## config.mk

```make
export PLATFORM = sky130hd
export DESIGN_NAME = run_weighted_decision_smoother_unit
export DESIGN_NICKNAME = d
export VERILOG_FILES = /design/src/rtl/rwds_pkg.sv /design/src/rtl/rwds_ctrl.sv /design/src/rtl/rwds_dp.sv /design/src/rtl/run_weighted_decision_smoother_unit.sv
export SDC_FILE = /design/constraint.sdc
export NUM_CORES = 1
export LEC_CHECK = 0
export ABC_AREA = 1
export BUFFER_PORTS_ARGS = -buffer_cell sky130_fd_sc_hd__buf_2
export CAP_MARGIN = 0
export CORE_MARGIN = 3
export CORE_UTILIZATION = 50
export DETAILED_ROUTE_END_ITERATION = 8
export GPL_TIMING_DRIVEN = 1
export PLACE_DENSITY = 0.66
export SYNTH_ARGS = -nofsm -noshare
export SYNTH_HDL_FRONTEND = slang
export SYNTH_SLANG_ARGS = --single-unit
export TNS_END_PERCENT = 100
```

## constraint.sdc

```tcl
create_clock -name clk -period 3.5 [get_ports clk]
set_input_delay 0 -clock clk [delete_from_list [all_inputs] [get_ports clk]]
set_output_delay 0 -clock clk [all_outputs]
set_load 0.02 [all_outputs]
```

## src/rtl/rwds_pkg.sv

```systemverilog
package rwds_pkg;

  // Width and reset value of the history length register.
  localparam int HIST_LEN_W     = 6;
  localparam int HIST_LEN_RESET = 30;

  // Default number of history entries held in the block.
  localparam int MAX_HISTORY_DEF = 32;

  typedef enum logic [1:0] {
    ST_IDLE,
    ST_SCAN,
    ST_DONE
  } state_t;

  // Commands from the controller to the datapath.
  typedef struct packed {
    logic capture;
    logic scan_step;
    logic finish;
  } cmd_t;

  // Status from the datapath to the controller.
  typedef struct packed {
    logic passthrough;
    logic scan_last;
    logic out_busy;
  } status_t;

endpackage

```

## src/rtl/rwds_ctrl.sv

```systemverilog
module rwds_ctrl
  import rwds_pkg::*;
(
  input  logic    clk,
  input  logic    rst,
  input  logic    in_valid,
  output logic    in_ready,
  input  status_t status,
  output cmd_t    cmd
);

  state_t state;
  state_t state_next;

  // State register.
  always_ff @(posedge clk) begin
    if (rst) begin
      state <= ST_IDLE;
    end else begin
      state <= state_next;
    end
  end

  // Next-state logic.
  always_comb begin
    state_next = state;
    unique case (state)
      ST_IDLE: begin
        if (in_valid) begin
          state_next = status.passthrough ? ST_DONE : ST_SCAN;
        end
      end
      ST_SCAN: begin
        if (status.scan_last) begin
          state_next = ST_DONE;
        end
      end
      ST_DONE: begin
        if (!status.out_busy) begin
          state_next = ST_IDLE;
        end
      end
      default: state_next = ST_IDLE;
    endcase
  end

  // Output decode.
  always_comb begin
    in_ready      = 1'b0;
    cmd.capture   = 1'b0;
    cmd.scan_step = 1'b0;
    cmd.finish    = 1'b0;
    unique case (state)
      ST_IDLE: begin
        in_ready    = 1'b1;
        cmd.capture = in_valid;
      end
      ST_SCAN: begin
        cmd.scan_step = 1'b1;
      end
      ST_DONE: begin
        cmd.finish = !status.out_busy;
      end
      default: begin
        in_ready = 1'b0;
      end
    endcase
  end

endmodule

```

## src/rtl/rwds_dp.sv

```systemverilog
module rwds_dp
  import rwds_pkg::*;
#(
  parameter int MaxHistory = MAX_HISTORY_DEF
) (
  input  logic                  clk,
  input  logic                  rst,
  input  logic                  cfg_we,
  input  logic [HIST_LEN_W-1:0] cfg_wdata,
  input  logic                  raw_decision,
  output logic                  out_valid,
  input  logic                  out_ready,
  output logic                  smoothed_decision,
  input  cmd_t                  cmd,
  output status_t               status
);

  localparam int CntW    = $clog2(MaxHistory + 1);
  localparam int CmpW    = (CntW > HIST_LEN_W) ? CntW : HIST_LEN_W;
  localparam int WeightW = $clog2(MaxHistory * (MaxHistory + 1) / 2 + 2);

  logic [HIST_LEN_W-1:0] hist_len;
  logic [MaxHistory-1:0] hist;
  logic [MaxHistory-1:0] hist_rot;
  logic [MaxHistory-1:0] hist_ins;
  logic [CntW-1:0]       fill;
  logic [CntW-1:0]       n_eff;
  logic                  cur;
  logic                  pass;
  logic [CntW-1:0]       idx;
  logic [CntW-1:0]       run;
  logic [CntW-1:0]       run_next;
  logic                  prev;
  logic                  scan_bit;
  logic                  in_range;
  logic [WeightW-1:0]    true_w;
  logic [WeightW-1:0]    false_w;
  logic                  vote;

  // Effective history length, saturated at the number of stored entries.
  always_comb begin
    if (CmpW'(hist_len) > CmpW'(MaxHistory)) begin
      n_eff = CntW'(MaxHistory);
    end else begin
      n_eff = CntW'(hist_len);
    end
  end

  // The scan rotates the whole vector once, so the oldest entry comes to bit 0 first.
  always_comb begin
    for (int k = 0; k < MaxHistory; k++) begin
      hist_rot[k] = hist[(k + 1) % MaxHistory];
    end
  end

  // Shift the active entries toward the oldest end and insert the new decision.
  always_comb begin
    for (int k = 0; k < MaxHistory; k++) begin
      if (CntW'(k + 1) < n_eff) begin
        hist_ins[k] = hist[k + 1];
      end else if (CntW'(k + 1) == n_eff) begin
        hist_ins[k] = cur;
      end else begin
        hist_ins[k] = hist[k];
      end
    end
  end

  // Run length of equal values ending at the entry under the scan.
  assign scan_bit = hist[0];
  assign in_range = idx < n_eff;
  always_comb begin
    if ((idx == '0) || (scan_bit != prev)) begin
      run_next = CntW'(1);
    end else begin
      run_next = run + CntW'(1);
    end
  end

  // The new decision adds a weight of one to its side.
  assign vote = ({1'b0, true_w} + (WeightW + 1)'(cur)) >
                ({1'b0, false_w} + (WeightW + 1)'(!cur));

  // Configuration, history and fill count.
  always_ff @(posedge clk) begin
    if (rst) begin
      hist_len <= HIST_LEN_W'(HIST_LEN_RESET);
      hist     <= '0;
      fill     <= '0;
    end else if (cfg_we) begin
      hist_len <= cfg_wdata;
      hist     <= '0;
      fill     <= '0;
    end else if (cmd.scan_step) begin
      hist <= hist_rot;
    end else if (cmd.finish && (n_eff != '0)) begin
      hist <= hist_ins;
      if (fill < n_eff) begin
        fill <= fill + CntW'(1);
      end
    end
  end

  // Request capture and weight accumulation.
  always_ff @(posedge clk) begin
    if (cmd.capture) begin
      cur     <= raw_decision;
      pass    <= status.passthrough;
      idx     <= '0;
      run     <= '0;
      prev    <= 1'b0;
      true_w  <= '0;
      false_w <= '0;
    end else if (cmd.scan_step) begin
      idx <= idx + CntW'(1);
      if (in_range) begin
        run  <= run_next;
        prev <= scan_bit;
        if (scan_bit) begin
          true_w <= true_w + WeightW'(run_next);
        end else begin
          false_w <= false_w + WeightW'(run_next);
        end
      end
    end
  end

  // Output register.
  always_ff @(posedge clk) begin
    if (rst) begin
      out_valid <= 1'b0;
    end else if (cmd.finish) begin
      out_valid <= 1'b1;
    end else if (out_ready) begin
      out_valid <= 1'b0;
    end
  end

  always_ff @(posedge clk) begin
    if (cmd.finish) begin
      smoothed_decision <= pass ? cur : vote;
    end
  end

  // Status toward the controller.
  assign status.passthrough = (n_eff == '0) || (fill < n_eff);
  assign status.scan_last   = idx == CntW'(MaxHistory - 1);
  assign status.out_busy    = out_valid && !out_ready;

endmodule

```

## src/rtl/run_weighted_decision_smoother_unit.sv

```systemverilog
// A request is captured in IDLE and goes straight to DONE while the history fills or the
// length is zero; once the history is full, the SCAN state runs before DONE. No new request
// is taken until the result has been registered and the block is back in IDLE; the
// serial scan rotates the whole history past one bit per cycle.
// Reset (synchronous, active high) sets the length to 30 and clears history and fill count.
module run_weighted_decision_smoother_unit
  import rwds_pkg::*;
#(
  parameter int MaxHistory = MAX_HISTORY_DEF
) (
  input  logic                  clk,
  input  logic                  rst,
  input  logic                  cfg_we,
  input  logic [HIST_LEN_W-1:0] cfg_wdata,
  input  logic                  in_valid,
  output logic                  in_ready,
  input  logic                  raw_decision,
  output logic                  out_valid,
  input  logic                  out_ready,
  output logic                  smoothed_decision
);

  cmd_t    cmd;
  status_t status;

  // Sequencer.
  rwds_ctrl u_ctrl (
    .clk      (clk),
    .rst      (rst),
    .in_valid (in_valid),
    .in_ready (in_ready),
    .status   (status),
    .cmd      (cmd)
  );

  // History, vote and output register.
  rwds_dp #(
    .MaxHistory (MaxHistory)
  ) u_dp (
    .clk               (clk),
    .rst               (rst),
    .cfg_we            (cfg_we),
    .cfg_wdata         (cfg_wdata),
    .raw_decision      (raw_decision),
    .out_valid         (out_valid),
    .out_ready         (out_ready),
    .smoothed_decision (smoothed_decision),
    .cmd               (cmd),
    .status            (status)
  );

endmodule

```

==> flow_summary.ini <==
[setup_path]
ff2ff_setup_slack_ps = 750
cp.required_ps = 3740
r2r-end = u_dp.false_w[8]
worstRegToRegCells = 11
cp-start-kind = flop
end_kind = flop
path_class = flop to flop
critPathArrivalTime_ps = 2990
r2r_start = u_dp.hist_len[5]
crit_path_max_fanout = 14

[sta]
fin_crit_sh_pct = 78.5
post-route-min-period_ps = 2750
tightest_slew_ps = 685
setup_violations = 0
setup_tns_ps = 0
skew_ps = 2.72
clock.fmax_mhz = 364
hold_viol = 0
rsz0062_at_grt = false
relSlewSlack_pct = 54.3
final_max_slew_viol_count = 0

[placement]
dpl.hpwl_mm = 10.8
place_congestion = 0.934
dp.cells = 1023
portBuffers = 14

[synthesis]
ys_warn_count = 0
ys_seq_area_share_pct = 30.0
syn_nets = 939
syn_area_sq_um = 5640
synth_seq_cells = 83
synth_cell_types = 36
synthCells = 884
syn_avg_cell_area_sq_um = 6.38

[floorplan]
fp.coreArea_sq_um = 10900
io_pins = 15
num_rows = 38
die_x_microns = 112
die_y_microns = 112
start_util_pct = 51.6
die_area_sq_um = 12600

[routing]
routed_wl_mm = 14.4
drcViolationCount = 0
firstDrtPassIters = 5
vias = 5613
antenna_left = 0
wl_per_cell_microns = 13.7
avgViaCountPerCell = 5.33
drt_iter0_drc = 328

[clock_tree]
cts_resized = 0
cts_tree = done
cts_buffers = 9
h-tree-depth = 3
postCtsSetupBuffers = 0
cts_sinks = 83
clk_pin_slew_worst_paths_ps = 60
clock_latency_ps = 350
ctsRootBufferMaster = clkbuf_16
cts_max_path_buffers = 2

[grt]
antenna_found_initial = 0
grt_pass1_wl_mm = 24.6
gr-total-overflow = 0
track_usage_pct = 23.9
grt_max_degree = 41
grt_pass1_vias = 5390

[final_layout]
layout.nets = 966
final_cells = 1054
drive_gt1_share_pct = 6.13
final_cell_mix = nand2_1, nor2_1, inv_1
syn2layout_area_growth_pct = 11.9
final_common_cell = nand2_1
diodes = 0

[flow_run]
maxCapViolCount = 0

[pwr]
leakagePower_nw = 3.02
p_per_area_nw_per_um2 = 466
ir_drop_mv = 0.343

[status]
status = completed

[hold_path]
min_from = in_valid
min_to = u_ctrl.state[0]
min_path_cells = 5
hp-class = input port to flop
## state kept, by name (all words and copies together) (netlist names), 2 cells and up
signal         cells
u_ctrl.state       2
u_dp.false_w      10
u_dp.fill          6
u_dp.hist         32
u_dp.hist_len      6
u_dp.idx           6
u_dp.run           6
u_dp.true_w       10
## critical path, cell delays in order (launching register included)
cell	delay, ps
dfxtp_1	360
inv_2	280
nand2_1	220
ha_1	360
a21oi_1	150
nor2_1	50
nor2_1	320
nand3_1	440
nor2_1	270
nand2_1	80
nand2_1	60
nor2_1	50
## how the worst max path moves through the flow
stage | start | end | slack, ps | depth (start not counted)
floorplan | u_dp.cur | u_dp.smoothed_decision | 670 | 15
global placement | u_dp.hist_len[5] | u_dp.false_w[9] | 800 | 11
detailed placement | u_dp.hist_len[5] | u_dp.false_w[8] | 780 | 11
CTS | u_dp.hist_len[5] | u_dp.false_w[8] | 770 | 11
global route | u_dp.cur | u_dp.smoothed_decision | 410 | 13
finish | u_dp.hist_len[5] | u_dp.false_w[8] | 750 | 11
## what timing repair did
action / 4_1_cts / 5_1_grt
hold buffers: 17 / 0
endpoints found under the setup margin: 0 / 0
endpoints found under the hold margin: 8 / 0
## through the flow
step	util (%)	total power (W)	cell area [sq um]	hold WS (ps)	worst slack, ps
finish	57.7	0.00294	6310	30.1	753
global placement	53.4	0.00193	5840	220	803
floorplan	-	0.00175	5640	69.1	666
detailed placement	53.4	0.00195	5840	212	785
CTS	57.7	0.00296	6310	16.2	768
global route	57.7	0.00314	6310	62.3	406
## where the power goes
group          leakage (nW)  total [W]  switching [W]  internal (W)
Combinational          2.19   0.000851       0.000558      0.000293
Sequential            0.676    0.00111      0.0000724       0.00104
Clock                 0.151   0.000980       0.000378      0.000602
Total                  3.02    0.00294        0.00101       0.00193
## cells in the mapped netlist
library cell	number	area, sq um
nand3_1	60	300
fa_1	2	40.0
edfxtp_1	3	90.1
nand2_1	246	923
o21ai_0	58	290
inv_2	8	30.0
buf_2	4	20.0
inv_1	98	368
nand3b_1	3	22.5
clkbuf_1	13	48.8
clkinv_1	1	3.75
nand3_2	2	20.0
a31oi_1	2	12.5
nand2_2	4	25.0
ha_1	41	513
a21boi_0	2	15.0
nor2_1	114	428
nor2_4	1	11.3
dfxtp_1	80	1600
o21bai_1	3	22.5
o21a_1	3	22.5
buf_4	3	22.5
nor4_1	2	12.5
buf_1	1	3.75
a21oi_1	65	325
nor2_2	5	31.3
nand4_1	13	81.3
nor3_1	6	30.0
o22ai_1	2	12.5
and2_1	1	6.26
xnor2_1	10	87.6
o21ai_1	7	35.0
nor3b_1	1	7.51
o21ai_2	1	8.76
xor2_1	18	158
a211oi_1	1	7.51
## per-layer routing
layer | track usage [%] | vias up | share of wire, %
met5 | 0 | - | 0
met4 | 8.65 | 0 | 2.2
met3 | 5.71 | 34 | 4.4
met2 | 41.8 | 137 | 49
met1 | 28.6 | 2536 | 45
li1 | - | 2906 | -
## cell families after synthesis
family                     after synthesis  share of synthesized area, %
DFF                                     83                          30.0
adders and majority gates               43                          9.81
AOI/OAI and AO/OA                      144                          13.3
xor gates and xnor gates                28                          4.35
buffers and inverters                  128                          8.81
and+or+nand+nor                        458                          33.7
## cell type report
type | count | area (sq um)
clock buffers | 12 | 267
inverters | 107 | 402
well taps | 140 | 175
repair buffers | 37 | 285
clock inverters | 2 | 35.0
flip-flops and latches | 83 | 1690
fillers | 1030 | 4630
multi-input cells | 673 | 3450
(Power assumes the default switching activity.)
